===== src/fmbq_pkg.sv =====
`timescale 1ns / 1ps

package fmbq_pkg;

   localparam int DEPTH_DEFAULT     = 64;
   localparam int WORD_BITS_DEFAULT = 32;
   localparam int FAN_IN            = 8;

   localparam int CMD_BITS    = 3;
   localparam int STATUS_BITS = 2;
   localparam int FIELD_BITS  = 32;

   localparam logic [CMD_BITS-1:0] CMD_PUSH_FRONT  = 3'd0;
   localparam logic [CMD_BITS-1:0] CMD_PUSH_MIDDLE = 3'd1;
   localparam logic [CMD_BITS-1:0] CMD_PUSH_BACK   = 3'd2;
   localparam logic [CMD_BITS-1:0] CMD_POP_FRONT   = 3'd3;
   localparam logic [CMD_BITS-1:0] CMD_POP_MIDDLE  = 3'd4;
   localparam logic [CMD_BITS-1:0] CMD_POP_BACK    = 3'd5;

   localparam logic [STATUS_BITS-1:0] STATUS_DONE  = 2'd0;
   localparam logic [STATUS_BITS-1:0] STATUS_EMPTY = 2'd1;
   localparam logic [STATUS_BITS-1:0] STATUS_FULL  = 2'd2;

   typedef enum logic [1:0] {
      STATE_IDLE,
      STATE_REDUCE,
      STATE_RESPOND
   } state_type;

   // per-cell control for one command
   typedef struct packed {
      logic capture;     // a word was accepted: refresh the tap
      logic take_left;   // shift toward the back
      logic take_new;    // load the pushed word
      logic take_right;  // shift toward the front
      logic tap_sel;     // this cell holds the popped word
   } cell_ctl_type;

   // nodes left at a given level of the OR tree
   function automatic int level_width(int n, int l);
      int w;
      w = n;
      for (int k = 0; k < l; k++) begin
         w = (w + FAN_IN - 1) / FAN_IN;
      end
      return w;
   endfunction

   function automatic int tree_levels(int n);
      int lv;
      int w;
      lv = 0;
      w  = n;
      for (int k = 0; k < 16; k++) begin
         if (w > 1) begin
            w  = (w + FAN_IN - 1) / FAN_IN;
            lv = lv + 1;
         end
      end
      if (lv == 0) begin
         lv = 1;
      end
      return lv;
   endfunction

endpackage


===== src/fmbq_cell.sv =====
`timescale 1ns / 1ps

module fmbq_cell #(
   parameter int WORD_BITS = 32
) (
   input  logic                     clock,
   input  fmbq_pkg::cell_ctl_type   ctl,
   input  logic [WORD_BITS-1:0]     left_word,
   input  logic [WORD_BITS-1:0]     right_word,
   input  logic [WORD_BITS-1:0]     new_word,
   output logic [WORD_BITS-1:0]     word,
   output logic [WORD_BITS-1:0]     tap
);
   import fmbq_pkg::*;

   logic [WORD_BITS-1:0] word_ff, word_in;
   logic [WORD_BITS-1:0] tap_ff, tap_in;

   always_comb begin
      word_in = word_ff;
      if (ctl.take_new) begin
         word_in = new_word;
      end else if (ctl.take_left) begin
         word_in = left_word;
      end else if (ctl.take_right) begin
         word_in = right_word;
      end
   end

   // tap holds the old word of the popped cell, zero elsewhere
   always_comb begin
      tap_in = tap_ff;
      if (ctl.capture) begin
         tap_in = ctl.tap_sel ? word_ff : '0;
      end
   end

   always_ff @(posedge clock) begin
      word_ff <= word_in;
      tap_ff  <= tap_in;
   end

   assign word = word_ff;
   assign tap  = tap_ff;

endmodule


===== config.mk =====
export PLATFORM = sky130hd
export DESIGN_NAME = fmbq_cell
export DESIGN_NICKNAME = d
export VERILOG_FILES = /design/src/fmbq_pkg.sv /design/src/fmbq_cell.sv
export SDC_FILE = /design/constraint.sdc
export NUM_CORES = 1
export LEC_CHECK = 0
export BUFFER_PORTS_ARGS = -buffer_cell sky130_fd_sc_hd__clkbuf_2
export CAP_MARGIN = 40
export CORE_MARGIN = 2
export CORE_UTILIZATION = 35
export DETAILED_ROUTE_END_ITERATION = 10
export HOLD_SLACK_MARGIN = 0.03
export PLACE_DENSITY = 0.65
export SLEW_MARGIN = 20
export SYNTH_ARGS = -nofsm -noshare
export SYNTH_HDL_FRONTEND = slang
export SYNTH_SLANG_ARGS = --single-unit

===== constraint.sdc =====
create_clock -name clock -period 5.1 [get_ports clock]
set_input_delay 1.02 -clock clock [delete_from_list [all_inputs] [get_ports clock]]
set_output_delay 1.02 -clock clock [all_outputs]
set_load 0.05 [all_outputs]

==> metrics.csv <==
metric;value;unit
status;complete, no violations;
Vias/cell;4.44;
area growth from synthesis to layout;37.5;%
startpoint types;input pin;
total CTS buffers;9;
Hold WC Path Type;reg -> reg;
crit path max-delay cell type;or3_1;
Synth Net Count;309;
Distinct cells, synth;11;
num ports;166;
Layout Nets;475;
port bufs;165;
post-synth top area share;67.5;%
Root Driver;clkbuf_8;
CTS tree;built;
DIE HEIGHT;94.2;um
Top delay family on crit path;buffers and inverters;
Crit path largest cell delay;0.61;ns
worst-margin pin slew;0.631;ns
Avg Inst Size Synth;13.7;um2
max-slew violations;0;
biggest area consumer among synthesized cells;edfxtp_1;
CP arrival;2.57;ns
Worst path most repeated cell;buf_4;
post-DR wirelength/cell;13.3;um
Antenna Cells;0;
htree depth;3;
Crit. End Element;register;
placed cells;463;
Peak VDD IR;0.104;mV
HPWL after detailed placement;4.73;mm
Post-CTS Setup Repair Bufs;0;
Rows;32;
leak pwr;1.87;nW
Post-DP Area;3700;um2
Cells after Synth;207;
vias in the first global route;1941;
first-pass GRT wire length;9.10;mm
period utilisation layout;50.2;%
Ys Warns;0;
worst path buffer plus inverter count;3;
Seq/Total Area, Yosys;67.5;%
Crit Path Max Fanout;65;
Worst EP required;5.11;ns
total power draw;1.38;mW
CTS max path bufs;2;
Synth area leaders;edfxtp_1 (68%), mux2i_1 (11%), and2_1 (7.0%);
unrepaired setup endpoints after global routing;no;
Worst-path clk slew;0.06;ns
gr usage total;13.8;%
iteration-0 DRC count of the detailed router;36;
die span in x;94.2;um
final setup fails;0;
critical-path cell list;clkbuf_2 > buf_4 > or3_1 > buf_4;
via count;2133;
grt total ovfl;0;
DIE AREA;8870;um2
GP Congestion;0.798;
relative slew slack;57.9;%
final WL;6.38;mm
hold_buf cts;0;
Remaining DRCs;0;
DRT antenna net count;0;
number of synthesized register bits;64;
DR pass1 iterations;6;
Hold WS;0.555;ns
f_max;391;MHz
Clock Latency Late Sink;0.32;ns
Sum Neg Setup Slack;0;ns
layout cells sized above 1;47.9;%
Post-CTS Resized;0;
total core area;7810;um2
synthesized area;2850;um2
clk sink count;64;
Finished Layout Cells;480;
power density cells;354;nW/um2
largest net degree at the start of global routing;66;
total of max-cap violations;0;
Period minus WS final;2.56;ns
critical path class;in -> reg;
Initial Util;36.4;%
initial antenna violation count;0;
Finished Cell Area;3910;um2
final hold violation count;0;
Layout Skew;0.00458;ns
## cells by family (layout without fill, tap and decap cells)
logic type / after synthesis / after routing / synth area share [%]
AND/OR/NAND/NOR: 65 / 65 / 11.5
flip-flops: 64 / 64 / 67.5
AO/OA/AOI/OAI: 32 / 32 / 5.63
multiplexers: 32 / 32 / 11.3
buffers and inverters: 14 / 185 / 4.09
## placed cells by master, fill, tap and decap left out
| master | Yosys | final |
|---|---|---|
| o21ai_1 | 30 | 30 |
| clkinv_2 | 0 | 2 |
| or3_1 | 1 | 1 |
| nand2_1 | 32 | 32 |
| bufinv_16 | 0 | 1 |
| edfxtp_1 | 64 | 64 |
| buf_16 | 0 | 1 |
| o21ai_0 | 2 | 2 |
| clkinv_1 | 0 | 2 |
| clkbuf_2 | 0 | 165 |
| mux2i_1 | 32 | 32 |
| clkbuf_8 | 0 | 9 |
| and2_1 | 32 | 32 |
| clkbuf_1 | 4 | 2 |
| buf_4 | 0 | 3 |
## stage by stage
step,setup WS [ns],utilization [%]
after global placement,2.20,47.5
after CTS,2.51,49.7
after detailed placement,2.16,47.5
after global routing,2.35,50.1
after floorplan,2.77,-
final,2.54,50.1
## sequential cells by signal (all words and copies together), names as in the netlist
signal / flops
tap: 32
word: 32
## power breakdown
group / leakage, nW / internal (mW) / total [mW] / switching (mW)
Clock: 0.0922 / 0.221 / 0.397 / 0.176
Combinational: 1.11 / 0.0899 / 0.330 / 0.240
Sequential: 0.670 / 0.637 / 0.656 / 0.0183
Total: 1.87 / 0.948 / 1.38 / 0.435
## metal layers
metal  wire [um]  vias to the layer above  global-route usage (%)
li1            -                     1076                       -
met1        2410                      966                    14.2
met2        3430                       81                    25.4
met3         408                       10                    3.37
met4         126                        0                    7.49
met5           0                        -                       0
## cells in the mapped netlist, drive strengths merged
| master | number |
|---|---|
| and2 | 32 |
| buf | 10 |
| clkbuf | 4 |
| edfxtp | 64 |
| mux2i | 32 |
| nand2 | 32 |
| o21ai | 32 |
| or3 | 1 |
## area by class of cell
type,instances,area (um2)
clock buffers,11,131
clock inverters,5,47.5
fillers,718,3900
flip-flops and latches,64,1920
multi-input cells,129,807
repair buffers,169,876
well taps,102,128
## path summary, 6_finish.rpt
path	slack, ns	startpoint	end	depth (start not counted)
worst min-delay path	0.55	word[3]	tap[3]	1
worst max-delay path	2.54	ctl[2]	word[29]	4
worst min register to register	0.55	word[3]	tap[3]	1
worst max register to register	4.28	word[4]	tap[4]	1
No activity file was read; power rests on OpenSTA's default activity.
